File: src/rth_pkg.sv
`default_nettype none

package rth_pkg;

    localparam int PIX_W         = 8;
    localparam int HUE_FRAC_BITS = 6;
    localparam int HUE_W         = 15;
    localparam int SAT_W         = 17;
    localparam int LIT_W         = 9;
    localparam int SAT_FRAC      = 16;

    localparam logic [SAT_W-1:0] SAT_ONE = SAT_W'(1 << SAT_FRAC);

    // 60 * channel difference needs six more bits than a channel
    localparam int DIFF60_W  = PIX_W + 6;
    localparam int HUE_NUM_W = DIFF60_W + HUE_FRAC_BITS;

    // restoring division, one quotient bit per step
    localparam int DIV_STEPS       = 18;
    localparam int STEPS_PER_STAGE = 3;
    localparam int DIV_STAGES      = DIV_STEPS / STEPS_PER_STAGE;
    localparam int DIV_WORD_W      = DIV_STEPS + PIX_W;

    // front stage, divider stages, output stage
    localparam int PIPE_STAGES = DIV_STAGES + 2;

    // room for 360 degrees scaled by the fraction bits, and for a whole quotient
    localparam int HUE_CALC_W = (10 + HUE_FRAC_BITS > DIV_STEPS) ?
                                (10 + HUE_FRAC_BITS) : DIV_STEPS;

    typedef enum logic [1:0] {
        HB_RED,
        HB_GREEN,
        HB_BLUE,
        HB_WRAP
    } t_hue_base;

    typedef struct packed {
        logic [PIX_W-1:0]     rem;
        logic [DIV_STEPS-1:0] bits;
        logic [PIX_W-1:0]     divisor;
    } t_lane;

    typedef struct packed {
        logic            grey;
        logic            sub;
        t_hue_base       base;
        logic [LIT_W-1:0] sum;
    } t_side;

    typedef struct packed {
        t_lane hue;
        t_lane sat;
        t_side side;
    } t_stage;

    // one step: shift in the next dividend bit, subtract when it fits
    function automatic t_lane div_step(input t_lane lane);
        t_lane          res;
        logic [PIX_W:0] part;
        part = {lane.rem, lane.bits[DIV_STEPS-1]};
        res  = lane;
        if (part >= {1'b0, lane.divisor}) begin
            res.rem  = PIX_W'(part - {1'b0, lane.divisor});
            res.bits = {lane.bits[DIV_STEPS-2:0], 1'b1};
        end else begin
            res.rem  = part[PIX_W-1:0];
            res.bits = {lane.bits[DIV_STEPS-2:0], 1'b0};
        end
        return res;
    endfunction

endpackage

`default_nettype wire

File: src/rth_if.sv
`default_nettype none

interface rth_pix_if import rth_pkg::*; ();
    logic             valid;
    logic             ready;
    logic [PIX_W-1:0] red_in;
    logic [PIX_W-1:0] green_in;
    logic [PIX_W-1:0] blue_in;

    modport source (output valid, output red_in, output green_in, output blue_in,
                    input ready);
    modport sink   (input valid, input red_in, input green_in, input blue_in,
                    output ready);
endinterface

interface rth_hsl_if import rth_pkg::*; ();
    logic             valid;
    logic             ready;
    logic [HUE_W-1:0] hue;
    logic [SAT_W-1:0] saturation;
    logic [LIT_W-1:0] lightness_sum;

    modport source (output valid, output hue, output saturation, output lightness_sum,
                    input ready);
    modport sink   (input valid, input hue, input saturation, input lightness_sum,
                    output ready);
endinterface

`default_nettype wire

File: src/rth_front.sv
`default_nettype none

module rth_front import rth_pkg::*; (
    input  logic             i_clk,
    input  logic             i_en,
    input  logic [PIX_W-1:0] i_red,
    input  logic [PIX_W-1:0] i_green,
    input  logic [PIX_W-1:0] i_blue,
    output t_stage           o_stage
);

    t_stage                r_stage;
    t_stage                n_stage;

    logic                  w_red_max;
    logic                  w_green_max;
    logic [PIX_W-1:0]      w_max;
    logic [PIX_W-1:0]      w_min;
    logic [PIX_W-1:0]      w_delta;
    logic [PIX_W-1:0]      w_diff;
    logic [LIT_W-1:0]      w_sum;
    logic [PIX_W-1:0]      w_denom;
    logic [DIFF60_W-1:0]   w_diff60;
    logic [HUE_NUM_W-1:0]  w_num;
    logic [DIV_WORD_W-1:0] w_hue_word;
    logic [DIV_WORD_W-1:0] w_sat_word;

    always_comb begin
        w_red_max   = (i_red >= i_green) && (i_red >= i_blue);
        w_green_max = !w_red_max && (i_green >= i_blue);

        w_max = w_red_max ? i_red : (w_green_max ? i_green : i_blue);
        if ((i_red <= i_green) && (i_red <= i_blue)) begin
            w_min = i_red;
        end else if (i_green <= i_blue) begin
            w_min = i_green;
        end else begin
            w_min = i_blue;
        end
        w_delta = w_max - w_min;
        w_sum   = LIT_W'(w_max) + LIT_W'(w_min);
        w_denom = (w_sum <= LIT_W'(255)) ? w_sum[PIX_W-1:0]
                                         : PIX_W'(LIT_W'(510) - w_sum);

        n_stage.side.grey = (w_delta == '0);
        n_stage.side.sum  = w_sum;

        // hue = base + 60*diff/delta, or base minus that when the sector runs backwards
        if (w_red_max) begin
            if (i_green >= i_blue) begin
                w_diff            = i_green - i_blue;
                n_stage.side.sub  = 1'b0;
                n_stage.side.base = HB_RED;
            end else begin
                w_diff            = i_blue - i_green;
                n_stage.side.sub  = 1'b1;
                n_stage.side.base = HB_WRAP;
            end
        end else if (w_green_max) begin
            n_stage.side.base = HB_GREEN;
            n_stage.side.sub  = (i_blue < i_red);
            w_diff            = (i_blue >= i_red) ? (i_blue - i_red) : (i_red - i_blue);
        end else begin
            n_stage.side.base = HB_BLUE;
            n_stage.side.sub  = (i_red < i_green);
            w_diff            = (i_red >= i_green) ? (i_red - i_green) : (i_green - i_red);
        end

        w_diff60 = (DIFF60_W'(w_diff) << 6) - (DIFF60_W'(w_diff) << 2);
        w_num    = HUE_NUM_W'(w_diff60) << HUE_FRAC_BITS;

        w_hue_word = DIV_WORD_W'(w_num);
        w_sat_word = DIV_WORD_W'(w_delta) << SAT_FRAC;

        // top bits start as partial remainder, already below the divisor
        n_stage.hue.rem     = w_hue_word[DIV_WORD_W-1 -: PIX_W];
        n_stage.hue.bits    = w_hue_word[DIV_STEPS-1:0];
        n_stage.hue.divisor = w_delta;
        n_stage.sat.rem     = w_sat_word[DIV_WORD_W-1 -: PIX_W];
        n_stage.sat.bits    = w_sat_word[DIV_STEPS-1:0];
        n_stage.sat.divisor = w_denom;
    end

    always_ff @(posedge i_clk) begin
        if (i_en) begin
            r_stage <= n_stage;
        end
    end

    assign o_stage = r_stage;

endmodule

`default_nettype wire

File: src/rth_div_stage.sv
`default_nettype none

module rth_div_stage import rth_pkg::*; (
    input  logic   i_clk,
    input  logic   i_en,
    input  t_stage i_stage,
    output t_stage o_stage
);

    t_stage r_stage;
    t_stage n_stage;

    always_comb begin
        n_stage = i_stage;
        for (int k = 0; k < STEPS_PER_STAGE; k++) begin
            n_stage.hue = div_step(n_stage.hue);
            n_stage.sat = div_step(n_stage.sat);
        end
    end

    always_ff @(posedge i_clk) begin
        if (i_en) begin
            r_stage <= n_stage;
        end
    end

    assign o_stage = r_stage;

endmodule

`default_nettype wire

File: src/rth_back.sv
`default_nettype none

module rth_back import rth_pkg::*; (
    input  logic             i_clk,
    input  logic             i_en,
    input  t_stage           i_stage,
    output logic [HUE_W-1:0] o_hue,
    output logic [SAT_W-1:0] o_sat,
    output logic [LIT_W-1:0] o_light
);

    localparam logic [8:0] DEG_GREEN = 9'd120;
    localparam logic [8:0] DEG_BLUE  = 9'd240;
    localparam logic [8:0] DEG_WRAP  = 9'd360;

    logic [HUE_W-1:0]      r_hue;
    logic [SAT_W-1:0]      r_sat;
    logic [LIT_W-1:0]      r_light;
    logic [HUE_W-1:0]      n_hue;
    logic [SAT_W-1:0]      n_sat;

    logic [8:0]            w_deg;
    logic [HUE_CALC_W-1:0] w_base;
    logic [HUE_CALC_W-1:0] w_quot;
    logic [HUE_CALC_W-1:0] w_calc;
    logic                  w_inexact;

    always_comb begin
        case (i_stage.side.base)
            HB_RED:   w_deg = '0;
            HB_GREEN: w_deg = DEG_GREEN;
            HB_BLUE:  w_deg = DEG_BLUE;
            HB_WRAP:  w_deg = DEG_WRAP;
            default:  w_deg = '0;
        endcase
        w_base    = HUE_CALC_W'(w_deg) << HUE_FRAC_BITS;
        w_quot    = HUE_CALC_W'(i_stage.hue.bits);
        w_inexact = (i_stage.hue.rem != '0);

        // floor of a backwards sector is base minus the rounded-up quotient
        if (i_stage.side.sub) begin
            w_calc = w_base - w_quot - HUE_CALC_W'(w_inexact);
        end else begin
            w_calc = w_base + w_quot;
        end

        n_hue = i_stage.side.grey ? '0 : w_calc[HUE_W-1:0];
        n_sat = i_stage.side.grey ? '0 : i_stage.sat.bits[SAT_W-1:0];
    end

    always_ff @(posedge i_clk) begin
        if (i_en) begin
            r_hue   <= n_hue;
            r_sat   <= n_sat;
            r_light <= i_stage.side.sum;
        end
    end

    assign o_hue   = r_hue;
    assign o_sat   = r_sat;
    assign o_light = r_light;

endmodule

`default_nettype wire

File: src/rgb_to_hsl_core.sv
`default_nettype none

// RGB to HSL converter for 8-bit pixel streams. One pixel is taken per clock and each gives
// exactly one result: a front stage finds max, min, sector and both dividends, six stages run
// the hue and saturation divisions side by side as restoring division at three quotient bits
// per stage, and an output stage applies the sector base. Throughput is one pixel per cycle
// for as long as the sink takes results; when the sink stalls, full stages hold and empty
// stages still fill, so the input is refused in the same cycle only once every stage holds a
// pixel. Hue is degrees with HUE_FRAC_BITS fraction bits, saturation is Q1.16 and lightness
// is given as max + min.
module rgb_to_hsl_core import rth_pkg::*; (
    input  logic      i_clk,
    input  logic      i_rst_n,
    rth_pix_if.sink   i_pix,
    rth_hsl_if.source o_hsl
);

    logic [PIPE_STAGES-1:0] r_vld;
    logic [PIPE_STAGES-1:0] n_vld;
    logic [PIPE_STAGES:0]   w_rdy;
    t_stage                 w_stage [DIV_STAGES+1];

    // a stage takes new data when it is empty or its contents move on
    always_comb begin
        w_rdy[PIPE_STAGES] = o_hsl.ready;
        for (int k = PIPE_STAGES - 1; k >= 0; k--) begin
            w_rdy[k] = !r_vld[k] || w_rdy[k+1];
        end
        for (int k = 0; k < PIPE_STAGES; k++) begin
            if (w_rdy[k]) begin
                n_vld[k] = (k == 0) ? i_pix.valid : r_vld[(k == 0) ? 0 : k - 1];
            end else begin
                n_vld[k] = r_vld[k];
            end
        end
    end

    always_ff @(posedge i_clk) begin
        if (!i_rst_n) begin
            r_vld <= '0;
        end else begin
            r_vld <= n_vld;
        end
    end

    rth_front u_front (
        .i_clk   (i_clk),
        .i_en    (w_rdy[0]),
        .i_red   (i_pix.red_in),
        .i_green (i_pix.green_in),
        .i_blue  (i_pix.blue_in),
        .o_stage (w_stage[0])
    );

    for (genvar j = 0; j < DIV_STAGES; j++) begin : g_div
        rth_div_stage u_div (
            .i_clk   (i_clk),
            .i_en    (w_rdy[j+1]),
            .i_stage (w_stage[j]),
            .o_stage (w_stage[j+1])
        );
    end

    rth_back u_back (
        .i_clk   (i_clk),
        .i_en    (w_rdy[PIPE_STAGES-1]),
        .i_stage (w_stage[DIV_STAGES]),
        .o_hue   (o_hsl.hue),
        .o_sat   (o_hsl.saturation),
        .o_light (o_hsl.lightness_sum)
    );

    assign i_pix.ready = w_rdy[0];
    assign o_hsl.valid = r_vld[PIPE_STAGES-1];

endmodule

`default_nettype wire

File: src/flat_wrapper.sv
// flat-port wrapper written by rule: the top's interface ports become plain ports
module rgb_to_hsl_core_flat import rth_pkg::*;
  (i_clk, i_rst_n, i_pix_valid, i_pix_red_in, i_pix_green_in, i_pix_blue_in, i_pix_ready, o_hsl_valid, o_hsl_hue, o_hsl_saturation, o_hsl_lightness_sum, o_hsl_ready);
  rth_pix_if i_pix_i ();
  rth_hsl_if o_hsl_i ();
  input  logic i_clk;
  input  logic i_rst_n;
  input wire logic [$bits(i_pix_i.valid)-1:0] i_pix_valid;
  input wire logic [$bits(i_pix_i.red_in)-1:0] i_pix_red_in;
  input wire logic [$bits(i_pix_i.green_in)-1:0] i_pix_green_in;
  input wire logic [$bits(i_pix_i.blue_in)-1:0] i_pix_blue_in;
  output wire logic [$bits(i_pix_i.ready)-1:0] i_pix_ready;
  output wire logic [$bits(o_hsl_i.valid)-1:0] o_hsl_valid;
  output wire logic [$bits(o_hsl_i.hue)-1:0] o_hsl_hue;
  output wire logic [$bits(o_hsl_i.saturation)-1:0] o_hsl_saturation;
  output wire logic [$bits(o_hsl_i.lightness_sum)-1:0] o_hsl_lightness_sum;
  input wire logic [$bits(o_hsl_i.ready)-1:0] o_hsl_ready;
  assign i_pix_i.valid = i_pix_valid;
  assign i_pix_i.red_in = i_pix_red_in;
  assign i_pix_i.green_in = i_pix_green_in;
  assign i_pix_i.blue_in = i_pix_blue_in;
  assign i_pix_ready = i_pix_i.ready;
  assign o_hsl_valid = o_hsl_i.valid;
  assign o_hsl_hue = o_hsl_i.hue;
  assign o_hsl_saturation = o_hsl_i.saturation;
  assign o_hsl_lightness_sum = o_hsl_i.lightness_sum;
  assign o_hsl_i.ready = o_hsl_ready;
  rgb_to_hsl_core u_core (.i_clk(i_clk), .i_rst_n(i_rst_n), .i_pix(i_pix_i), .o_hsl(o_hsl_i));
endmodule
File: config.mk
export PLATFORM = sky130hd
export DESIGN_NAME = rgb_to_hsl_core_flat
export DESIGN_NICKNAME = d
export VERILOG_FILES = /design/src/rth_pkg.sv /design/src/rth_if.sv /design/src/rth_front.sv /design/src/rth_div_stage.sv /design/src/rth_back.sv /design/src/rgb_to_hsl_core.sv /design/src/flat_wrapper.sv
export SDC_FILE = /design/constraint.sdc
export NUM_CORES = 1
export LEC_CHECK = 0
export BUFFER_PORTS_ARGS = -buffer_cell sky130_fd_sc_hd__buf_2
export CORE_ASPECT_RATIO = 0.9
export CORE_MARGIN = 2
export CORE_UTILIZATION = 56
export DETAILED_ROUTE_END_ITERATION = 10
export PLACE_DENSITY_LB_ADDON = 0.2
export SYNTH_ARGS = -nofsm -noshare
export SYNTH_HDL_FRONTEND = slang
export SYNTH_HIERARCHICAL = 1
export SYNTH_SLANG_ARGS = --single-unit
File: constraint.sdc
create_clock -name i_clk -period 11.5 [get_ports i_clk]
set_input_delay 1.15 -clock i_clk [delete_from_list [all_inputs] [get_ports i_clk]]
set_output_delay 1.15 -clock i_clk [all_outputs]
set_load 0.1 [all_outputs]
==> results.sh <==
export IMPL_status="finished, final reports clean"
export IMPL_slowest_delay_ns=0.53
export IMPL_rsz0062_at_grt="false"
export IMPL_drc=0
export IMPL_grt_start_max_net_pins=70
export IMPL_clock_sinks=526
export IMPL_initial_core_util_pct=56.55
export IMPL_postCtsSetupRepairBufs=0
export IMPL_drt_initial_drc_count=1726
export IMPL_grt_overflow=0
export IMPL_finalWeightedCongestion=0.9408
export IMPL_vias=25230
export IMPL_drv_slew=0
export IMPL_dp_slack_ns=4.325
export IMPL_finalWorstSetupSlack_ns=4.476
export IMPL_fin_skew_ns=0.04486
export IMPL_cts_clk_slew_worst_paths_ns=0.06
export IMPL_syn_avg_cell_area_um2=11.25
export IMPL_r2r_start="u_core/g_div[1].u_div/o_stage[14]"
export IMPL_crit_fanout=9
export IMPL_fillCellCount=5191
export IMPL_routed_wl_um=82470
export IMPL_area_delta_synth_final_pct=7.749
export IMPL_critical_path_slowest_cell="nor4_1"
export IMPL_startpoint="u_core/g_div[1].u_div/o_stage[14]"
export IMPL_numCtsBuffers=55
export IMPL_ios=71
export IMPL_reg2reg_depth=26
export IMPL_die_area_mm2=0.06831
export IMPL_grt_pass1_vias=25100
export IMPL_yosysWarnings=6
export IMPL_dp_cells=4187
export IMPL_crit_cells=26
export IMPL_crit_path_end="u_core/g_div[2].u_div/o_stage[46]"
export IMPL_cp_end_kind="flip-flop"
export IMPL_syn_area_mm2=0.03709
export IMPL_fin_crit_sh_pct=61.08
export IMPL_io_buffers=70
export IMPL_antenna_found_initial=2
export IMPL_worstSetupStartpointType="flip-flop"
export IMPL_core_area_mm2=0.06559
export IMPL_setup_tns_ns=0
export IMPL_crit_family="compound AO/OA/AOI/OAI gates"
export IMPL_n_antenna_cell=0
export IMPL_stdcell_count=4289
export IMPL_period_minus_slack_ns=7.024
export IMPL_ctsResizeCount=0
export IMPL_crit_required_ns=11.86
export IMPL_r2r_slack_ns=4.48
export IMPL_cp_num_buf_inv=3
export IMPL_grt_first_pass_wirelength_um=131100
export IMPL_hold_buffers=0
export IMPL_vias_per_cell=5.882
export IMPL_regArea_mm2=0.01572
export IMPL_drt_pass1_iterations=6
export IMPL_setup_viol=0
export IMPL_cap_violations=0
export IMPL_hold_viol_final=0
export IMPL_cp_arrival_ns=7.38
export IMPL_clockBufferDepth=3
export IMPL_whs_ns=0.3745
export IMPL_dieWidth_um=275.3
export IMPL_clock_tree_root_cell="clkbuf_16"
export IMPL_r2r_end="u_core/g_div[2].u_div/o_stage[46]"
export IMPL_htree_levels=2
export IMPL_clk_latency_ns=0.63
export IMPL_worstSetupPathType="flip-flop to flip-flop"
export IMPL_multi_input_area_mm2=0.01967
export IMPL_cts_tree="built"
export IMPL_syn_inst=3298
export IMPL_grt_use_total_pct=24.03
export IMPL_drive_gt1_share_pct=13.66
export IMPL_place_hpwl_um=63150
export IMPL_route_antenna_remaining_nets=0
export IMPL_worst_slew_pin_slew_ns=1.168
export IMPL_wl_per_cell_um=19.23
export IMPL_max_freq_mhz=142.4
export IMPL_hp_class="flip-flop to flip-flop"
export IMPL_relSlewSlack_pct=21.31
export IMPL_die_h_um=248.2
export IMPL_rows=89
export IMPL_critPathMostFrequentCell="o21ai_0"
export IMPL_final_nets=3842
[worst register-to-register path, cell delays in order (launching register included)]
cell	delay [ns]
edfxtp_1	0.44
inv_1	0.25
ha_1	0.30
nor2b_1	0.15
o31a_2	0.34
o211ai_2	0.17
and3_4	0.24
inv_4	0.07
o21ai_0	0.37
inv_1	0.09
ha_1	0.30
nor2b_1	0.19
o31a_1	0.19
o21ai_1	0.08
nor4b_1	0.16
nor4_1	0.53
or2_1	0.39
mux2i_1	0.40
ha_1	0.31
nor2b_1	0.13
o21ai_0	0.22
a21boi_0	0.16
o21ai_0	0.22
a21oi_1	0.14
o21ai_0	0.33
o311ai_4	0.26
mux2_2	0.33
[layout by cell type (no fill, tap or decap), types with 17 or more instances in the layout]
master,n
clkbuf_16,56
conb_1,32
xnor2_1,140
mux2_4,58
ha_1,390
nor2b_1,88
edfxtp_1,518
o21a_1,54
or2_2,20
a21o_1,61
xor2_1,50
mux2_2,122
fa_1,44
o21ai_0,136
a21oi_1,205
o21bai_1,34
nor3_1,45
and3_1,17
inv_1,304
nand3_1,34
buf_2,70
nand4_1,41
mux2i_1,67
nand2_1,127
nor2_1,206
nand2b_1,37
o21ai_1,26
a211oi_1,39
[worst min-delay path by stage]
stage / start / to / slack (ns) / cells past startpoint
2_1_floorplan: u_core/u_front/o_stage[10] / u_core/g_div[0].u_div/o_stage[10] / 0.40 / 0
3_3_place_gp: u_core/g_div[2].u_div/o_stage[24] / u_core/g_div[3].u_div/o_stage[27] / 0.40 / 0
3_5_place_dp: u_core/u_front/o_stage[12] / u_core/g_div[0].u_div/o_stage[12] / 0.40 / 0
4_1_cts: u_core/g_div[2].u_div/o_stage[11] / u_core/g_div[3].u_div/o_stage[11] / 0.37 / 0
5_1_grt: u_core/g_div[3].u_div/o_stage[10] / u_core/g_div[4].u_div/o_stage[10] / 0.37 / 0
6_report: u_core/g_div[3].u_div/o_stage[10] / u_core/g_div[4].u_div/o_stage[10] / 0.37 / 0
[area by class of cell]
type | count | area share [%]
Multi-Input combinational cell | 2398 | 49.23
Sequential cell | 526 | 39.32
Clock buffer | 60 | 3.544
Inverter | 318 | 3.024
Tap cell | 864 | 2.705
Clock inverter | 42 | 1.093
Timing Repair Buffer | 81 | 1.083
[routing by layer]
layer | share of wire [%] | up-vias | global-route usage (%)
li1 | - | 12270 | -
met1 | 48 | 12200 | 34.19
met2 | 46 | 651 | 39.20
met3 | 5.2 | 104 | 3.268
met4 | 1.7 | 4 | 5.517
met5 | 0.025 | - | 0
[sequential cells by signal (all words and copies together) (netlist names)]
register	cells
u_core/g_div.u_div/o_stage	438
u_core/u_front/o_stage	39
u_core/u_back/o_sat	17
u_core/u_back/o_hue	15
u_core/u_back/o_light	9
u_core/r_vld	8
[through the flow]
| stage | utilization (%) | instance area [µm²] |
|---|---|---|
| after detailed placement | 58.11 | 38110 |
| after CTS | 60.93 | 39960 |
| after global placement | 58.11 | 38110 |
| final | 60.93 | 39960 |
| after floorplan | - | 37210 |
| after global routing | 60.93 | 39960 |
Power is left out: the tool's default activity adds up to more than one toggle a clock period on the data nets, which glitch-free logic cannot reach.
